`config.mk`:
```
export PLATFORM = sky130hd
export DESIGN_NAME = nps_ctrl
export DESIGN_NICKNAME = d
export VERILOG_FILES = /design/src/rtl/nps_pkg.sv /design/src/rtl/nps_ctrl.sv
export SDC_FILE = /design/constraint.sdc
export NUM_CORES = 1
export LEC_CHECK = 0
export ABC_CLOCK_PERIOD_IN_PS = 3000
export BUFFER_PORTS_ARGS = -buffer_cell sky130_fd_sc_hd__buf_2
export CORE_AREA = 2 2 39 41
export DETAILED_ROUTE_END_ITERATION = 6
export DIE_AREA = 0 0 41 43
export GPL_ROUTABILITY_DRIVEN = 0
export GPL_TIMING_DRIVEN = 0
export SLEW_MARGIN = 20
export SYNTH_ARGS = -nofsm -noshare
export SYNTH_HDL_FRONTEND = slang
export SYNTH_SLANG_ARGS = --single-unit
```
`constraint.sdc`:
```
create_clock -name clk -period 3 [get_ports clk]
set_input_delay 0.45 -clock clk [delete_from_list [all_inputs] [get_ports clk]]
set_output_delay 0.45 -clock clk [all_outputs]
set_load 0.02 [all_outputs]
```
`src/rtl/nps_pkg.sv`:
```
package nps_pkg;

	// table size and coordinate width
	localparam int MAX_POINTS = 1024;
	localparam int COORD_BITS = 16;

	// derived widths
	localparam int ADDR_W = $clog2(MAX_POINTS);
	localparam int CNT_W  = $clog2(MAX_POINTS + 1);
	localparam int MAG_W  = COORD_BITS;
	localparam int SQ_W   = 2 * MAG_W;
	localparam int SUM_W  = SQ_W + 1;

	// fixed widths of the result fields
	localparam int IDX_FIELD_W  = 10;
	localparam int DIST_FIELD_W = 34;
	localparam int CNT_FIELD_W  = 11;
	localparam int OP_W         = 2;
	localparam int STATUS_W     = 2;

	typedef enum logic [OP_W-1:0] {
		OP_CLEAR  = 2'd0,
		OP_INSERT = 2'd1,
		OP_QUERY  = 2'd2
	} op_t;

	typedef enum logic [STATUS_W-1:0] {
		STATUS_OK    = 2'd0,
		STATUS_EMPTY = 2'd1,
		STATUS_FULL  = 2'd2
	} status_t;

	// what the output register is loaded with
	typedef enum logic [2:0] {
		OUT_CLEAR,
		OUT_INSERT,
		OUT_FULL,
		OUT_EMPTY,
		OUT_NOP,
		OUT_QUERY
	} out_sel_t;

	typedef enum logic [1:0] {
		ST_IDLE,
		ST_SCAN,
		ST_DRAIN
	} state_t;

	typedef struct packed {
		logic     clear;
		logic     insert;
		logic     start_scan;
		logic     scan_read;
		logic     out_load;
		out_sel_t out_sel;
	} cmd_t;

	typedef struct packed {
		logic count_zero;
		logic full;
		logic scan_last;
		logic pipe_busy;
		logic out_free;
	} sts_t;

endpackage

```
`src/rtl/nps_ctrl.sv`:
```
module nps_ctrl (
	input  logic                     clk,
	input  logic                     arst_n,
	input  logic                     req_valid,
	input  logic [nps_pkg::OP_W-1:0] op,
	output logic                     req_ready,
	input  nps_pkg::sts_t            sts,
	output nps_pkg::cmd_t            cmd
);

	nps_pkg::state_t state_q, state_d;

	always_ff @(posedge clk or negedge arst_n) begin
		if (!arst_n) begin
			state_q <= nps_pkg::ST_IDLE;
		end else begin
			state_q <= state_d;
		end
	end

	always_comb begin
		state_d        = state_q;
		req_ready      = 1'b0;
		cmd            = '0;
		cmd.out_sel    = nps_pkg::OUT_NOP;
		unique case (state_q)
			nps_pkg::ST_IDLE: begin
				req_ready = sts.out_free;
				if (req_valid && sts.out_free) begin
					unique case (op)
						nps_pkg::OP_CLEAR: begin
							cmd.clear    = 1'b1;
							cmd.out_load = 1'b1;
							cmd.out_sel  = nps_pkg::OUT_CLEAR;
						end
						nps_pkg::OP_INSERT: begin
							cmd.out_load = 1'b1;
							if (sts.full) begin
								cmd.out_sel = nps_pkg::OUT_FULL;
							end else begin
								cmd.insert  = 1'b1;
								cmd.out_sel = nps_pkg::OUT_INSERT;
							end
						end
						nps_pkg::OP_QUERY: begin
							if (sts.count_zero) begin
								cmd.out_load = 1'b1;
								cmd.out_sel  = nps_pkg::OUT_EMPTY;
							end else begin
								cmd.start_scan = 1'b1;
								state_d        = nps_pkg::ST_SCAN;
							end
						end
						default: begin
							cmd.out_load = 1'b1;
							cmd.out_sel  = nps_pkg::OUT_NOP;
						end
					endcase
				end
			end
			nps_pkg::ST_SCAN: begin
				cmd.scan_read = 1'b1;
				if (sts.scan_last) begin
					state_d = nps_pkg::ST_DRAIN;
				end
			end
			nps_pkg::ST_DRAIN: begin
				if (!sts.pipe_busy && sts.out_free) begin
					cmd.out_load = 1'b1;
					cmd.out_sel  = nps_pkg::OUT_QUERY;
					state_d      = nps_pkg::ST_IDLE;
				end
			end
			default: begin
				state_d = nps_pkg::ST_IDLE;
			end
		endcase
	end

endmodule

```
* Word-level counts from Yosys, hierarchy flattened
Cells that the tools add are included. W data, S select, Z words.
Operators by class: reductions and logical operators 6, equal/unequal tests 9, multiplexer cells 21
Operators by type and width (number):
- $mux W2 | 6
- $mux W4 | 3
- $pmux W4 S3 | 1
- $ne A2 B2 Y1 const B | 4
- $pmux W4 S2 | 1
- $mux W1 | 7
- $mux W3 | 2
- $pmux W2 S3 | 1
- $reduce_and A5 Y1 | 1
- $eq A2 B1 Y1 const B | 2
- $eq A2 B2 Y1 const B | 2
- $logic_not A2 Y1 | 2
- $logic_and A1 B1 Y1 | 2
- $ne A2 B1 Y1 const B | 1
- $logic_not A1 Y1 | 1
Word-level totals: logic and storage cells 37, bits of input ports 10, register bits after elaboration 2, output and inout port bits 9

* Depth between registers and ports, before layout
Gate-level depths: netlist of run 1.
word-level depth 4, mapped depth 3, mapped depth without buffers 3

* Worst setup path after synthesis of run 1
Ideal clock, no wire load.
path type input-to-output, start input port sts[0] (netlist name), end output port cmd[7] (netlist name), stages on the path 3, data arrival time 1.393 ns, path slack 1.157 ns, required time 2.550 ns, path buffers 0, path through nor3b_4 -> nand2_2 -> nor3_1
RTL lines:
- from (decl) | RTL line nps_ctrl.sv:7 | input nps_pkg::sts_t sts,
- to (decl) | RTL line nps_ctrl.sv:8 | output nps_pkg::cmd_t cmd

==> key figures, run 1 <==
Setup path
  – Worst-path cell chain: nor3b_4 -> nand2_2 -> nor4_2 -> buf_2
  – CP Max Fanout: 6
  – Critical path type: register to primary output
  – WP data arrival: 1.37 ns
  – Max incr delay on CP: 0.40 ns
  – Startpoint Class: register
  – CP required: 2.55 ns
  – Critical Path End Type: primary output
  – CP max stage cell: dfrtp_1

Detailed routing
  – Post-DRT Antenna Nets: 0
  – First-pass detailed-route iteration total: 4
  – Detailed-route DRC error count: 0
  – WL per Instance: 8.98 um
  – Via count: 263
  – Vias per inst: 4.17
  – Drt initial violations: 4
  – Drt total wl: 566 um

Synthesis
  – Mux cell area share after synthesis: 0%
  – Seq/Total Area, Yosys: 22.5%
  – Share of the synthesized area in the top cell type: 22.5%
  – Ys Warns: 0
  – Largest family of logic cells by synthesized area: simple AND/OR/NAND/NOR gates
  – Synth Area in Compound Gates: 21.3%
  – Syn Area/Cell: 8.91 um2
  – Post-synthesis cell type count: 18
  – Post-synthesis simple-gate area fraction: 49.4%
  – Synth area leader: dfrtp_1
  – Post-Syn Instances: 25
  – Largest cells by area after synthesis: dfrtp_1 22%, nor3b_4 8.4%, a21o_1 6.7%
  – Synth Cell Area: 223 um2
  – Adder and majority gate portion of the synthesized area: 0%
  – Post-Syn Nets: 35
  – Number of synthesized register bits: 2
  – Post-synthesis xor/xnor area fraction: 0%

Timing
  – Post-route setup TNS: 0 ns
  – RSZ-0062 raised after global routing: no
  – Rel. slew slack: 86.0%
  – Final Hold Fails: 0
  – Clk_skew: 0.000813 ns
  – Worst slew pin tran: 0.210 ns
  – Hold WS: 0.462 ns
  – Final worst path period share: 60.7%
  – Final setup violation count: 0
  – Fmax achieved: 0.549 GHz
  – Max Slew Vio Count: 0
  – Post-layout min period: 1.82 ns

Clocking
  – Clock tree from TritonCTS: done
  – Clk slew on worst S/H paths: 0.03 ns
  – Root Buffer: clkbuf_4
  – CTS buffer count: 3
  – H-tree depth: 1
  – Post-CTS setup buffers: 0
  – Clk buf depth: 2
  – CTS sink cnt: 2
  – Clk_lat worst skew: 0.22 ns

Finish
  – Commonest non-fill, non-tap cells in the layout: 18 x buf_2, 3 x clkbuf_4
  – Fraction of layout cells with a size suffix above 1: 57.4%
  – Largest registers: state_q x2
  – Register Area: 50.0 um2
  – P&R area growth vs syn: 64.0%
  – Top reg by flops: state_q
  – Final-layout fill cell count: 159
  – Post-route insts no fill: 63
  – Fin nets: 59
  – Most common cell after layout, fill and taps aside: buf_2
  – Inserted Diodes: 0
  – Area of the multi-input gates: 158 um2
  – Max reg flops: 2

Pwr
  – Pwr dens: 360 nW/um2
  – Leakage: 0.199 nW
  – Worst vdd ir: 137 uV

Place
  – IO Port Bufs: 18
  – Cells after DPL: 59
  – Hpwl dp: 480 um

Run status
  – Status: complete, no violations

Global routing
  – Number of global-route vias before repair: 237
  – Largest net degree at the start of global routing: 8
  – Initial antenna violation count: 0
  – First-pass GRT wire length: 890 um
  – GRT Total Usage: 7.92%
  – Remaining Overflow, GRT: 0

Die
  – Core area: 1380 um2
  – Chip height: 43 um
  – Die width: 41 um
  – IO Pins: 19
  – Die ar.: 1760 um2
  – Row count: 14
  – Initial core utilization: 16.1%

Worst hold path
  – HP Class: input pin to register

Run
  – Max-cap viol count: 0
-- where the power goes --
| group | internal (mW) | switching, mW |
|---|---|---|
| clock | 0.0441 | 0.0153 |
| sequential | 0.0288 | 0.00188 |
| combinational | 0.0186 | 0.0227 |
-- cells by family (layout without fill, tap and decap cells) --
group                  Yosys count  count (layout)
DFF                              2               2
AOI/OAI and AO/OA                7               7
buffers and inverters            3              25
and+or+nand+nor                 13              13
-- final cells by class --
| class | instances | area share [%] |
|---|---|---|
| plain buffers | 1 | 2.05 |
| clock buffers | 3 | 6.16 |
| inverters | 2 | 2.05 |
| multi-input cells | 20 | 43.2 |
| flip-flops and latches | 2 | 13.7 |
| well taps | 16 | 5.48 |
| repair buffers | 19 | 27.4 |
-- per-stage QoR --
step                utilization [%]  setup WS, ns  cell area, um2  power, mW
detailed placement             24.1          1.29             333     0.0716
CTS                            26.4          1.17             365      0.135
floorplan                         -          1.16             223     0.0548
global route                   26.4          1.10             365      0.142
finish                         26.4          1.18             365      0.131
global placement               24.1          1.30             333     0.0712
-- what timing repair did --
item	in CTS	in global routing
endpoints found under the hold margin	2	0
resized for setup	0	0
hold buffers	1	0
-- path summary, 6_finish.rpt --
check / from / depth (start not counted) / slack (ns) / to
setup reg to reg: state_q[0]$_DFFE_PN0P_ / 3 / 1.98 / state_q[0]$_DFFE_PN0P_
hold reg to reg: state_q[1]$_DFFE_PN0P_ / 2 / 0.70 / state_q[0]$_DFFE_PN0P_
setup / recovery: state_q[0]$_DFFE_PN0P_ / 4 / 1.18 / cmd[6]
max in group asynchronous: arst_n / 2 / 2.36 / state_q[1]$_DFFE_PN0P_
min in group asynchronous: arst_n / 2 / 0.54 / state_q[0]$_DFFE_PN0P_
hold / removal: sts[2] / 2 / 0.46 / state_q[1]$_DFFE_PN0P_
-- synth_stat cells --
master,count
nor2b_1,2
a22o_1,1
o31a_1,1
nor3b_2,1
buf_4,1
nand2_1,1
nor3b_4,1
nor4_2,1
dfrtp_1,2
and3_4,1
nand2_2,1
inv_1,2
nor3_1,1
nand3b_1,2
a21o_1,2
nand2b_1,2
o21ai_1,2
a21oi_1,1
-- per-layer routing --
| metal | track usage [%] | share of wire [%] | vias to the layer above |
|---|---|---|---|
| met1 | 9.90 | 43 | 118 |
| met3 | 4.71 | 6.7 | 2 |
| li1 | - | - | 134 |
| met5 | 0 | 0 | - |
| met2 | 9.38 | 48 | 9 |
| met4 | 6.00 | 1.9 | 0 |
-- worst max-delay path, delay by kind of cell, from the launching register on --
family,cells,cell delay (ns)
simple gates,3,0.55
buf+inv,1,0.20
flops,1,0.40
Note: power is estimated with default switching activity, not from simulation.
==> run 2: changes to the inputs <==
--- a/config.mk
+++ b/config.mk
@@ -5,7 +5,7 @@
 export SDC_FILE = /design/constraint.sdc
 export NUM_CORES = 1
 export LEC_CHECK = 0
-export ABC_CLOCK_PERIOD_IN_PS = 3000
+export ABC_CLOCK_PERIOD_IN_PS = 1600
 export BUFFER_PORTS_ARGS = -buffer_cell sky130_fd_sc_hd__buf_2
 export CORE_AREA = 2 2 39 41
 export DETAILED_ROUTE_END_ITERATION = 6
==> constraint.sdc (replaced) <==
create_clock -name clk -period 1.6 [get_ports clk]
set_input_delay 0.24 -clock clk [delete_from_list [all_inputs] [get_ports clk]]
set_output_delay 0.24 -clock clk [all_outputs]
set_load 0.02 [all_outputs]
==> key figures, run 2 (synthesized netlist as in run 1, its figures left out) <==
Global routing
  – Initial antenna violation count: 0 (unchanged)
  – GRT Total Usage: 7.30% (-0.62 points)
  – Number of global-route vias before repair: 236 (-0.42%)
  – Largest net degree at the start of global routing: 8 (unchanged)
  – First-pass GRT wire length: 828 um (-7.0%)
  – Remaining Overflow, GRT: 0 (unchanged)

Clocking
  – CTS sink cnt: 2 (unchanged)
  – Clk buf depth: 2 (unchanged)
  – Clk_lat worst skew: 0.23 ns (about the same)
  – CTS buffer count: 3 (unchanged)
  – Clock tree from TritonCTS: done
  – Root Buffer: clkbuf_4
  – H-tree depth: 1 (unchanged)
  – Clk slew on worst S/H paths: 0.03 ns (about the same)

Finish
  – Inserted Diodes: 0 (unchanged)
  – Commonest non-fill, non-tap cells in the layout: 12 x buf_2, 7 x buf_4, 3 x clkbuf_4
  – Largest registers: state_q x2
  – Top reg by flops: state_q
  – Final-layout fill cell count: 155 (-2.5%)
  – Fraction of layout cells with a size suffix above 1: 60.4% (+3.0 points)
  – P&R area growth vs syn: 78.1%
  – Most common cell after layout, fill and taps aside: buf_2
  – Post-Route Utilization: 28.7% (+2.3 points)
  – Fin nets: 60 (+1.7%)
  – Max reg flops: 2 (unchanged)

Detailed routing
  – Drt total wl: 578 um (+2.1%)
  – Via count: 264 (+0.38%)
  – First-pass detailed-route iteration total: 2 (-2)
  – WL per Instance: 9.03 um (+0.52%)
  – Detailed-route DRC error count: 0 (unchanged)
  – Post-DRT Antenna Nets: 0 (unchanged)
  – Drt initial violations: 2 (-2)
  – Vias per inst: 4.13 (-1.2%)

Timing
  – Worst slew pin tran: 0.201 ns (-0.00857 ns)
  – Final Hold Fails: 0 (unchanged)
  – Clk_skew: 0.00750 ns (+0.00668 ns)
  – RSZ-0062 raised after global routing: yes
  – Final worst slack: 0.0257 ns (-1.15 ns)
  – Post-layout min period: 1.57 ns
  – Fmax achieved: 0.635 GHz
  – Final setup violation count: 0 (unchanged)
  – Final worst path period share: 98.4%
  – Rel. slew slack: 86.6% (+0.57 points)
  – Post-route setup TNS: 0 ns (unchanged)
  – Max Slew Vio Count: 0 (unchanged)

Setup path
  – Startpoint Class: register
  – CP required: 1.36 ns (-1.19 ns)
  – Critical path endpoint: cmd[6]
  – Critical R2R Launch: state_q[1]$_DFFE_PN0P_
  – Reg2reg end: state_q[1]$_DFFE_PN0P_
  – Max incr delay on CP: 0.40 ns (about the same)
  – Worst Setup SP: state_q[1]$_DFFE_PN0P_
  – WP data arrival: 1.33 ns (-0.04 ns)
  – Reg2reg setup slack: 0.59 ns (-1.39 ns)
  – Worst-path cell chain: nor3b_4 -> nand2_2 -> nor4_2 -> buf_4
  – Critical path type: register to primary output
  – CP Max Fanout: 6 (unchanged)
  – Critical Path End Type: primary output
  – CP max stage cell: dfrtp_1
  – Worst reg2reg path depth: 3 (unchanged)

Die
  – Initial core utilization: 16.1% (unchanged)
  – Core area: 1380 um2 (unchanged)
  – Die width: 41 um (unchanged)
  – IO Pins: 19 (unchanged)
  – Row count: 14 (unchanged)
  – Chip height: 43 um (unchanged)
  – Die ar.: 1760 um2 (unchanged)

Pwr
  – Seq pwr share: 22.3% (-1.1 points)
  – Sw power: 0.0781 mW (+96%)
  – Clock power share: 44.1% (-1.1 points)
  – Switching part of the total: 30.3% (-0.040 points)
  – Power Internal: 0.179 mW (+96%)
  – Combinational share of power: 33.6% (+2.2 points)
  – Pwr dens: 649 nW/um2 (+80%)
  – Leakage: 0.209 nW (+5.0%)
  – Worst vdd ir: 278 uV (+100%)

Worst hold path
  – HP Class: input pin to register
  – Worst hold stages: 2 (unchanged)

Place
  – Post-place setup slack: 0.235 ns (-1.05 ns)
  – Hpwl dp: 473 um (-1.6%)
  – IO Port Bufs: 18 (unchanged)

Run status
  – Status: complete, no violations

Run
  – Max-cap viol count: 0 (unchanged)
run 2: area by class of cell:
type / instances / area, um2 / share of cell area, %
multi-input combinational: 20 / 163 / 41.0
timing repair buffer: 20 / 126 / 31.9
sequential: 2 / 50.0 / 12.6
clock buffer: 3 / 22.5 / 5.68
tap: 16 / 20.0 / 5.05
buffer: 1 / 7.51 / 1.89
inverter: 2 / 7.51 / 1.89
run 2: layer usage:
metal / GRT usage (%) / wire [um]
met1: 6.98 / 214
met2: 11.3 / 295
met3: 3.14 / 56
met4: 6.00 / 11
met5: 0 / 0
run 2: repair_timing:
item / CTS / global route
hold buffers: 1 / 0
resized for setup: 2 / 5
pin swaps: 2 / 1
hold endpoints to repair: 2 / 0
buffers inserted: 1 / 0
endpoints found under the setup margin: 2 / 6
run 2: power groups by stage:
stage	logic [mW]	registers (mW)	clock network [mW]
3_5_place_dp	0.0768	0.0582	0
5_1_grt	0.0951	0.0576	0.124
3_3_place_gp	0.0761	0.0581	0
4_1_cts	0.0844	0.0574	0.119
2_1_floorplan	0.0456	0.0577	0
6_report	0.0866	0.0574	0.113
run 2: how the worst min path moves through the flow:
stage	slack, ns	startpoint	endpoint
floorplan	-0.06	arst_n	state_q[0]$_DFFE_PN0P_
detailed placement	0.03	arst_n	state_q[0]$_DFFE_PN0P_
global route	0.25	sts[2]	state_q[1]$_DFFE_PN0P_
CTS	0.23	sts[2]	state_q[1]$_DFFE_PN0P_
finish	0.24	sts[2]	state_q[1]$_DFFE_PN0P_
global placement	0.02	arst_n	state_q[0]$_DFFE_PN0P_
run 2: worst max-delay path, delay by kind of cell, from the launching register on:
kind | cells | cell delay [ns]
simple gates | 3 | 0.53
flops | 1 | 0.40
buf+inv | 1 | 0.18
run 2: through the flow:
| stage | cells | instance area (um2) | hold slack, ns | power [mW] |
|---|---|---|---|---|
| 3_3_place_gp | 59 | 338 | 0.0244 | 0.134 |
| 4_1_cts | 64 | 384 | 0.231 | 0.261 |
| 2_1_floorplan | 25 | 228 | -0.0556 | 0.103 |
| 5_1_grt | 64 | 397 | 0.245 | 0.277 |
| 6_report | 64 | 397 | 0.238 | 0.257 |
| 3_5_place_dp | 59 | 338 | 0.0270 | 0.135 |
